<file path="src/rtl/sdci_pkg.sv">
// ----------------------------------------------------------------------------
// sdci_pkg
// Shared types and codes for the SD card identification sequencer.
// ----------------------------------------------------------------------------
package sdci_pkg;

  // Sequence phases, one-hot coded.
  typedef enum logic [10:0] {
    PH_IDLE   = 11'b000_0000_0001,
    PH_CMD0   = 11'b000_0000_0010,
    PH_CMD8   = 11'b000_0000_0100,
    PH_CMD55  = 11'b000_0000_1000,
    PH_ACMD41 = 11'b000_0001_0000,
    PH_CMD2   = 11'b000_0010_0000,
    PH_CMD3   = 11'b000_0100_0000,
    PH_CMD9   = 11'b000_1000_0000,
    PH_CMD7   = 11'b001_0000_0000,
    PH_CMD16  = 11'b010_0000_0000,
    PH_DONE   = 11'b100_0000_0000
  } phase_t;

  // Input operations.
  localparam logic OP_START      = 1'b0;
  localparam logic OP_COMPLETION = 1'b1;

  // Completion status codes.
  localparam logic [1:0] CS_OK        = 2'd0;
  localparam logic [1:0] CS_TIMEOUT   = 2'd1;
  localparam logic [1:0] CS_CRC       = 2'd2;
  localparam logic [1:0] CS_NO_ANSWER = 2'd3;

  // Final status codes.
  localparam logic [2:0] ST_OK          = 3'd0;
  localparam logic [2:0] ST_UNSUPPORTED = 3'd4;
  localparam logic [2:0] ST_NOT_READY   = 3'd5;

  // Expected response kinds.
  localparam logic [1:0] RSP_NONE  = 2'd0;
  localparam logic [1:0] RSP_SHORT = 2'd1;
  localparam logic [1:0] RSP_LONG  = 2'd2;

  // Card kinds.
  localparam logic [1:0] KIND_UNKNOWN = 2'd0;
  localparam logic [1:0] KIND_SDSC    = 2'd1;
  localparam logic [1:0] KIND_SDHC    = 2'd2;

  // Command indexes.
  localparam logic [5:0] CMD_GO_IDLE    = 6'd0;
  localparam logic [5:0] CMD_ALL_CID    = 6'd2;
  localparam logic [5:0] CMD_SEND_RCA   = 6'd3;
  localparam logic [5:0] CMD_SELECT     = 6'd7;
  localparam logic [5:0] CMD_IF_COND    = 6'd8;
  localparam logic [5:0] CMD_SEND_CSD   = 6'd9;
  localparam logic [5:0] CMD_BLOCKLEN   = 6'd16;
  localparam logic [5:0] CMD_OP_COND    = 6'd41;
  localparam logic [5:0] CMD_APP_CMD    = 6'd55;

  // Configuration register indexes.
  localparam logic [1:0] CFG_RETRY_LIMIT = 2'd0;
  localparam logic [1:0] CFG_OP_COND_ARG = 2'd1;
  localparam logic [1:0] CFG_BLOCK_LEN   = 2'd2;

  // Configuration reset values.
  localparam logic [11:0] RETRY_LIMIT_RESET = 12'd2000;
  localparam logic [31:0] OP_COND_ARG_RESET = 32'h4030_0000;
  localparam logic [15:0] BLOCK_LEN_RESET   = 16'd512;

  // Check pattern for CMD8 and OCR bits.
  localparam logic [11:0] IF_COND_PATTERN = 12'h1AA;
  localparam int          OCR_BUSY_BIT    = 31;
  localparam int          OCR_CCS_BIT     = 30;

  // One result item.
  typedef struct packed {
    logic        issue_command;
    logic        wait_first;
    logic [5:0]  command_index;
    logic [31:0] command_argument;
    logic [1:0]  response_kind;
    logic        finished;
    logic [2:0]  final_status;
    logic [1:0]  card_kind;
    logic [15:0] card_address;
    logic [32:0] card_blocks;
  } result_t;

endpackage

</file>
<file path="src/rtl/sd_card_init_sequencer.sv">
// ----------------------------------------------------------------------------
// sd_card_init_sequencer
// SD card identification sequencer: issues CMD0, CMD8, CMD55/ACMD41, CMD2,
// CMD3, CMD9, CMD7 and CMD16 and reports card type, RCA and capacity.
// ----------------------------------------------------------------------------
// Each accepted item (a start or a command completion) produces exactly one
// result item: the item is captured in an input register, the next command
// or the final status is decided in one short pass and written to the result
// register together with the phase and card data. Both registers advance
// independently, so one item per cycle is sustained while out_ready takes
// each result; the input side keeps accepting while a result waits to be
// taken until both registers are full. Configuration writes are taken every
// cycle. response_word3 carries CSD bits that this sequencer does not use.
module sd_card_init_sequencer (
  input  logic        clk,
  input  logic        rst,
  // Configuration write channel.
  input  logic        cfg_valid,
  output logic        cfg_ready,
  input  logic [1:0]  cfg_index,
  input  logic [31:0] cfg_data,
  // Input channel.
  input  logic        in_valid,
  output logic        in_ready,
  input  logic        opcode,
  input  logic [1:0]  completion_status,
  input  logic [31:0] response_word0,
  input  logic [31:0] response_word1,
  input  logic [31:0] response_word2,
  input  logic [31:0] response_word3,
  // Result channel.
  output logic        out_valid,
  input  logic        out_ready,
  output logic        issue_command,
  output logic        wait_first,
  output logic [5:0]  command_index,
  output logic [31:0] command_argument,
  output logic [1:0]  response_kind,
  output logic        finished,
  output logic [2:0]  final_status,
  output logic [1:0]  card_kind,
  output logic [15:0] card_address,
  output logic [32:0] card_blocks
);

  import sdci_pkg::*;

  // Configuration registers.
  logic [11:0] retry_limit;
  logic [31:0] op_cond_arg;
  logic [15:0] block_len;

  // Input stage.
  logic        in_full;
  logic        in_op;
  logic [1:0]  in_status;
  logic [31:0] in_w0;
  logic [31:0] in_w1;
  logic [31:0] in_w2;

  // Sequence state.
  phase_t      phase;
  phase_t      phase_next;
  logic [11:0] retry_count;
  logic [11:0] retry_count_next;
  logic [1:0]  kind_reg;
  logic [1:0]  kind_reg_next;
  logic [15:0] address_reg;
  logic [15:0] address_reg_next;
  logic [32:0] blocks_reg;
  logic [32:0] blocks_reg_next;

  // Result stage.
  result_t     res;
  result_t     res_next;

  logic        advance;
  logic [11:0] retry_inc;
  logic [31:0] rca_arg;
  logic [32:0] csd_blocks;

  assign cfg_ready = 1'b1;
  assign advance   = ~out_valid | out_ready;
  assign in_ready  = ~in_full | advance;

  // Configuration writes; an index beyond the list is ignored.
  always_ff @(posedge clk) begin
    if (rst) begin
      retry_limit <= RETRY_LIMIT_RESET;
      op_cond_arg <= OP_COND_ARG_RESET;
      block_len   <= BLOCK_LEN_RESET;
    end else if (cfg_valid) begin
      case (cfg_index)
        CFG_RETRY_LIMIT: retry_limit <= cfg_data[11:0];
        CFG_OP_COND_ARG: op_cond_arg <= cfg_data;
        CFG_BLOCK_LEN:   block_len   <= cfg_data[15:0];
        default: ;
      endcase
    end
  end

  // Input register.
  always_ff @(posedge clk) begin
    if (rst) begin
      in_full <= 1'b0;
    end else if (in_ready) begin
      in_full <= in_valid;
    end
  end

  always_ff @(posedge clk) begin
    if (in_valid && in_ready) begin
      in_op     <= opcode;
      in_status <= completion_status;
      in_w0     <= response_word0;
      in_w1     <= response_word1;
      in_w2     <= response_word2;
    end
  end

  // Capacity from a version 2 CSD: (C_SIZE + 1) * 1024 blocks.
  always_comb begin
    logic [22:0] c_size_p1;
    c_size_p1 = {1'b0, in_w1[5:0], in_w2[31:16]} + 23'd1;
    if (in_w0[31:30] == 2'b01) begin
      csd_blocks = {c_size_p1, 10'd0};
    end else begin
      csd_blocks = '0;
    end
  end

  assign retry_inc = retry_count + 12'd1;
  assign rca_arg   = {address_reg, 16'd0};

  // Next command or final status for the item in the input register.
  always_comb begin
    phase_next       = phase;
    retry_count_next = retry_count;
    kind_reg_next    = kind_reg;
    address_reg_next = address_reg;
    blocks_reg_next  = blocks_reg;
    res_next         = '0;

    if (in_op == OP_START) begin
      retry_count_next        = '0;
      kind_reg_next           = KIND_UNKNOWN;
      address_reg_next        = '0;
      blocks_reg_next         = '0;
      phase_next              = PH_CMD0;
      res_next.issue_command  = 1'b1;
      res_next.command_index  = CMD_GO_IDLE;
      res_next.response_kind  = RSP_NONE;
    end else begin
      case (phase)
        PH_CMD0: begin
          if (in_status != CS_OK) begin
            res_next.finished     = 1'b1;
            res_next.final_status = {1'b0, in_status};
          end else begin
            phase_next                = PH_CMD8;
            res_next.issue_command    = 1'b1;
            res_next.command_index    = CMD_IF_COND;
            res_next.command_argument = {20'd0, IF_COND_PATTERN};
            res_next.response_kind    = RSP_SHORT;
          end
        end
        PH_CMD8: begin
          if (in_status != CS_OK || in_w0[11:0] != IF_COND_PATTERN) begin
            res_next.finished     = 1'b1;
            res_next.final_status = ST_UNSUPPORTED;
          end else begin
            retry_count_next          = '0;
            phase_next                = PH_CMD55;
            res_next.issue_command    = 1'b1;
            res_next.command_index    = CMD_APP_CMD;
            res_next.command_argument = rca_arg;
            res_next.response_kind    = RSP_SHORT;
          end
        end
        PH_CMD55: begin
          if (in_status != CS_OK) begin
            res_next.finished     = 1'b1;
            res_next.final_status = {1'b0, in_status};
          end else begin
            phase_next                = PH_ACMD41;
            res_next.issue_command    = 1'b1;
            res_next.command_index    = CMD_OP_COND;
            res_next.command_argument = op_cond_arg;
            res_next.response_kind    = RSP_SHORT;
          end
        end
        PH_ACMD41: begin
          // A CRC error is expected here and treated as success.
          if (in_status == CS_TIMEOUT || in_status == CS_NO_ANSWER) begin
            res_next.finished     = 1'b1;
            res_next.final_status = {1'b0, in_status};
          end else if (in_w0[OCR_BUSY_BIT]) begin
            kind_reg_next          = in_w0[OCR_CCS_BIT] ? KIND_SDHC : KIND_SDSC;
            phase_next             = PH_CMD2;
            res_next.issue_command = 1'b1;
            res_next.command_index = CMD_ALL_CID;
            res_next.response_kind = RSP_LONG;
          end else begin
            retry_count_next = retry_inc;
            if (retry_inc >= retry_limit) begin
              res_next.finished     = 1'b1;
              res_next.final_status = ST_NOT_READY;
            end else begin
              phase_next                = PH_CMD55;
              res_next.issue_command    = 1'b1;
              res_next.wait_first       = 1'b1;
              res_next.command_index    = CMD_APP_CMD;
              res_next.command_argument = rca_arg;
              res_next.response_kind    = RSP_SHORT;
            end
          end
        end
        PH_CMD2: begin
          if (in_status != CS_OK) begin
            res_next.finished     = 1'b1;
            res_next.final_status = {1'b0, in_status};
          end else begin
            phase_next             = PH_CMD3;
            res_next.issue_command = 1'b1;
            res_next.command_index = CMD_SEND_RCA;
            res_next.response_kind = RSP_SHORT;
          end
        end
        PH_CMD3: begin
          if (in_status != CS_OK) begin
            res_next.finished     = 1'b1;
            res_next.final_status = {1'b0, in_status};
          end else begin
            address_reg_next          = in_w0[31:16];
            phase_next                = PH_CMD9;
            res_next.issue_command    = 1'b1;
            res_next.command_index    = CMD_SEND_CSD;
            res_next.command_argument = {in_w0[31:16], 16'd0};
            res_next.response_kind    = RSP_LONG;
          end
        end
        PH_CMD9: begin
          if (in_status != CS_OK) begin
            res_next.finished     = 1'b1;
            res_next.final_status = {1'b0, in_status};
          end else begin
            blocks_reg_next           = csd_blocks;
            phase_next                = PH_CMD7;
            res_next.issue_command    = 1'b1;
            res_next.command_index    = CMD_SELECT;
            res_next.command_argument = rca_arg;
            res_next.response_kind    = RSP_SHORT;
          end
        end
        PH_CMD7: begin
          if (in_status != CS_OK) begin
            res_next.finished     = 1'b1;
            res_next.final_status = {1'b0, in_status};
          end else begin
            phase_next                = PH_CMD16;
            res_next.issue_command    = 1'b1;
            res_next.command_index    = CMD_BLOCKLEN;
            res_next.command_argument = {16'd0, block_len};
            res_next.response_kind    = RSP_SHORT;
          end
        end
        PH_CMD16: begin
          res_next.finished     = 1'b1;
          res_next.final_status = {1'b0, in_status};
        end
        default: ;
      endcase
      // Every ending goes to the done phase.
      if (res_next.finished) begin
        phase_next = PH_DONE;
      end
    end

    res_next.card_kind    = kind_reg_next;
    res_next.card_address = address_reg_next;
    res_next.card_blocks  = blocks_reg_next;
  end

  // Sequence state and result valid.
  always_ff @(posedge clk) begin
    if (rst) begin
      phase       <= PH_IDLE;
      retry_count <= '0;
      kind_reg    <= KIND_UNKNOWN;
      address_reg <= '0;
      blocks_reg  <= '0;
      out_valid   <= 1'b0;
    end else if (advance) begin
      out_valid <= in_full;
      if (in_full) begin
        phase       <= phase_next;
        retry_count <= retry_count_next;
        kind_reg    <= kind_reg_next;
        address_reg <= address_reg_next;
        blocks_reg  <= blocks_reg_next;
      end
    end
  end

  // Result register.
  always_ff @(posedge clk) begin
    if (advance && in_full) begin
      res <= res_next;
    end
  end

  assign issue_command    = res.issue_command;
  assign wait_first       = res.wait_first;
  assign command_index    = res.command_index;
  assign command_argument = res.command_argument;
  assign response_kind    = res.response_kind;
  assign finished         = res.finished;
  assign final_status     = res.final_status;
  assign card_kind        = res.card_kind;
  assign card_address     = res.card_address;
  assign card_blocks      = res.card_blocks;

`ifndef SYNTH
  // A result never both issues a command and ends the sequence.
  a_cmd_or_end: assert property (@(posedge clk) disable iff (rst)
    out_valid |-> !(issue_command && finished))
    else $error("result both issues a command and finishes");

  // Unused command fields are zero when no command is issued.
  a_idle_cmd_fields: assert property (@(posedge clk) disable iff (rst)
    (out_valid && !issue_command) |->
      (!wait_first && command_index == CMD_GO_IDLE && command_argument == '0 &&
       response_kind == RSP_NONE))
    else $error("command fields not cleared without a command");

  // A held input item stays in the input register until it moves on.
  a_input_hold: assert property (@(posedge clk) disable iff (rst)
    (in_full && !advance) |=> (in_full && $stable(in_op) && $stable(in_status)))
    else $error("input register lost a waiting item");

  // The state only moves when an item passes to the result register.
  a_state_hold: assert property (@(posedge clk) disable iff (rst)
    !(advance && in_full) |=> ($stable(phase) && $stable(retry_count)))
    else $error("sequence state changed without an item");

  // The retry counter only grows while polling the operating condition.
  a_retry_grow: assert property (@(posedge clk) disable iff (rst)
    (retry_count != $past(retry_count) && retry_count != '0) |->
      ($past(phase) == PH_ACMD41))
    else $error("retry counter changed outside ACMD41");
`endif

endmodule
</file>
<file path="config.mk">
export PLATFORM = sky130hd
export DESIGN_NAME = sd_card_init_sequencer
export DESIGN_NICKNAME = d
export VERILOG_FILES = /design/src/rtl/sdci_pkg.sv /design/src/rtl/sd_card_init_sequencer.sv
export SDC_FILE = /design/constraint.sdc
export NUM_CORES = 1
export LEC_CHECK = 0
export ABC_AREA = 1
export BUFFER_PORTS_ARGS = -buffer_cell sky130_fd_sc_hd__buf_4
export CORE_ASPECT_RATIO = 0.6
export CORE_MARGIN = 10
export CORE_UTILIZATION = 35
export CTS_CLUSTER_SIZE = 16
export DETAILED_ROUTE_END_ITERATION = 16
export PLACE_DENSITY_LB_ADDON = 0.3
export SYNTH_ARGS = -nofsm -noshare
export SYNTH_HDL_FRONTEND = slang
export SYNTH_SLANG_ARGS = --single-unit
</file>
<file path="constraint.sdc">
create_clock -name clk -period 6.75 [get_ports clk]
set_clock_uncertainty 0.05 [all_clocks]
set_input_delay 1.35 -clock clk [delete_from_list [all_inputs] [get_ports clk]]
set_output_delay 1.35 -clock clk [all_outputs]
set_load 0.03 [all_outputs]
</file>
==> flow_summary.toml <==
[synth]
avgSynthCellArea_um2 = 8.90
synthesis.area_um2 = 12200
async_reset_ff_share_pct = 0
synth.most_common_cell = "nand2_1"
synth_cell_types = 45
syn_nets = 1559
yosysTopAreaCell = "edfxtp_1"
synth_top_area_share_pct = 36.8
synthFlopType = "edfxtp_1"
syn-instance-count = 1375
ys_seq_area_share_pct = 59.0
ys_top_cells_by_area = "edfxtp_1 37%, dfxtp_1 22%, nand2_1 9.0%, nor2_1 5.6%, o21ai_0 4.7%"
ys_warn_count = 0
synth_edf_count = 150
yosys-top-cells-count = "295 x nand2_1, 181 x nor2_1, 150 x edfxtp_1"
yosys_register_bits = 286

[timing]
rsz0062_at_grt = "false"
max_clock_freq_mhz = 252
tightest_slew_ps = 1100
drv_slew = 0
period_share_pct = 58.9
post-route-min-period_ps = 3970
finalSetupViolCount = 0
hold_viol_final = 0
slew_headroom_pct = 26.1
finalSetupTns_ps = 0

[route]
routedWlPerCell_um = 17.3
vias_per_cell = 4.90
antenna_left = 0
drt_iter0_markers = 922
routed_wl_mm = 35.1
drtPass1Iterations = 6
remaining_drc_errors = 0
vias = 9923

[placed_design]
hpwl_mm = 24.6
gp_congestion = 0.875
dpl.cell_count = 1973
numPortBuffers = 190

[critical_path]
critPathMaxStageDelay_ps = 430
critPathBufInv = 1
setup.worst_path.class = "register to register"
worstPathMaxFanout = 19
cp.arrival_ps = 4370
cp_common_cell = "nand2_1"
crit_family = "simple AND/OR/NAND/NOR gates"
slowest_stage = "dfxtp_1"
required_ps = 7150
crit_chain = "ha_1 > nand3_1 > nand3b_1 > nor2_1 > nand2_1 > nor2_1 > xor2_1 > ha_1 > nand2_1 > inv_1 > nand2_1 > nand2_1 > a21oi_1 > nand2_1 > nand2_1 > nand2_1 > nand2_1 > nand4_4 > nand2_1 > nand2_1 > nand2_1 > nor2_1"
critPathCaptureType = "register"
startpoint_type = "register"

[global_route]
gr-usage-met3_pct = 3.17
grt_max_degree = 102
grt_overflow = 0
grt_usage_pct = 15.9
antenna_found_initial = 0
busiest_layer = "met2"
grt_pass1_wl_mm = 54.1
gr-usage-met2_pct = 24.1
grt_pass1_vias = 9531
grt_use_met1_pct = 22.9

[finish]
antennaDiodeCount = 0
finalNonFillerCells = 2025
final_layout_size_suffix_gt1_share_pct = 18.0
fin_nets = 1728
fill_cells = 3356
multi_input_area_um2 = 4220
seq_area_um2 = 7230
area_growth_pct = 22.7

[floorplanning]
coreArea_um2 = 34100
die_x_um = 261
rows = 52
io_pins = 270
fp.dieH_um = 165
initial_utilization_pct = 35.9
die_area_um2 = 43100

[pwr]
leakage_nw = 6.57
ir_drop_v = 0.000197
p_total_mw = 3.92
power.density_nw_per_um2 = 261

[clock_tree]
ctsHoldBuffers = 0
clock_latency_ps = 560
htreeDepth = 1
cts_tree = "built"
cts_buffers = 28
cts.sinks = 286
clkTransAtPathRegs_ps = 60
ctsResizeCount = 0
cts-root-buf = "clkbuf_16"
cts_setup_buffers = 0
cts_buffer_depth = 3

[min_path]
hold_path.class = "register to register"

[run_status]
status = "finished clean"

[job]
cap_violations = 0
worst register-to-register path, delay by kind of cell (launching register included):
| family | cells | cell delay [ps] |
|---|---|---|
| compound gates | 1 | 270 |
| xor+xnor | 1 | 200 |
| fa+ha+maj | 2 | 490 |
| buf+inv | 1 | 40 |
| flops | 1 | 430 |
| simple gates | 17 | 2410 |
worst paths after layout:
| path | from | end | slack [ps] | cells past startpoint |
|---|---|---|---|---|
| worst min-delay path | retry_limit[5]$_SDFFE_PP0P_ | retry_limit[5]$_SDFFE_PP0P_ | 410 | 2 |
| worst min register to register | retry_limit[5]$_SDFFE_PP0P_ | retry_limit[5]$_SDFFE_PP0P_ | 410 | 2 |
| worst max-delay path | retry_count[0]$_SDFFE_PP0P_ | phase[10]$_SDFFE_PP0P_ | 2780 | 22 |
| worst max register to register | retry_count[0]$_SDFFE_PP0P_ | phase[10]$_SDFFE_PP0P_ | 2780 | 22 |
area by class of cell:
| cell class | instances | share of cell area (%) |
|---|---|---|
| sequential | 286 | 48.1 |
| multi-input combinational | 886 | 28.1 |
| timing repair buffer | 202 | 10.1 |
| clock buffer | 40 | 5.58 |
| tap | 459 | 3.82 |
| inverter | 140 | 3.53 |
| clock inverter | 12 | 0.791 |
cell families (layout without fill, tap and decap cells):
logic type	count (synthesis)	count (layout)	share of synthesized area, %
AND/OR/NAND/NOR	593	593	20.3
flip-flops	286	286	59.0
AO/OA/AOI/OAI	263	263	11.6
buffers and inverters	203	394	6.54
XOR/XNOR	15	15	1.07
adder cells (fa/ha/maj)	14	14	1.43
other	1	1	0.0306
metal layers:
metal / up-vias / wire [um]
met2: 296 / 15300
met3: 39 / 2390
met4: 0 / 580
li1: 4915 / -
met5: - / 0
met1: 4673 / 16900
power breakdown:
part,leakage [nW],switching [mW],internal [mW]
clock network,0.470,0.680,0.941
registers,2.58,0.0438,1.92
logic,3.53,0.226,0.117
total,6.57,0.950,2.97
cells in the final DEF (no fill, tap or decap), types with 6 or more instances in the layout:
cell type	instances
nand2_1	295
clkbuf_16	30
xor2_1	12
inv_1	129
buf_4	202
nand2_2	7
o21ai_0	115
nor2_1	179
nand3_1	64
a21oi_1	108
nor3_1	10
dfxtp_1	136
edfxtp_1	150
inv_2	6
a31oi_1	15
ha_1	14
o211ai_1	6
nand4_1	13
nor2_2	6
per-stage QoR:
step           util, %  hold slack, ps  worst slack [ps]  cell area, um^2
5_1_grt           44.1             430              2360            15000
2_1_floorplan        -             375              1360            12200
6_report          44.1             414              2780            15000
3_3_place_gp      41.3             391              2480            14100
4_1_cts           44.1             415              2840            15000
3_5_place_dp      41.3             405              2420            14100
Power figures use the tool's default switching activity.
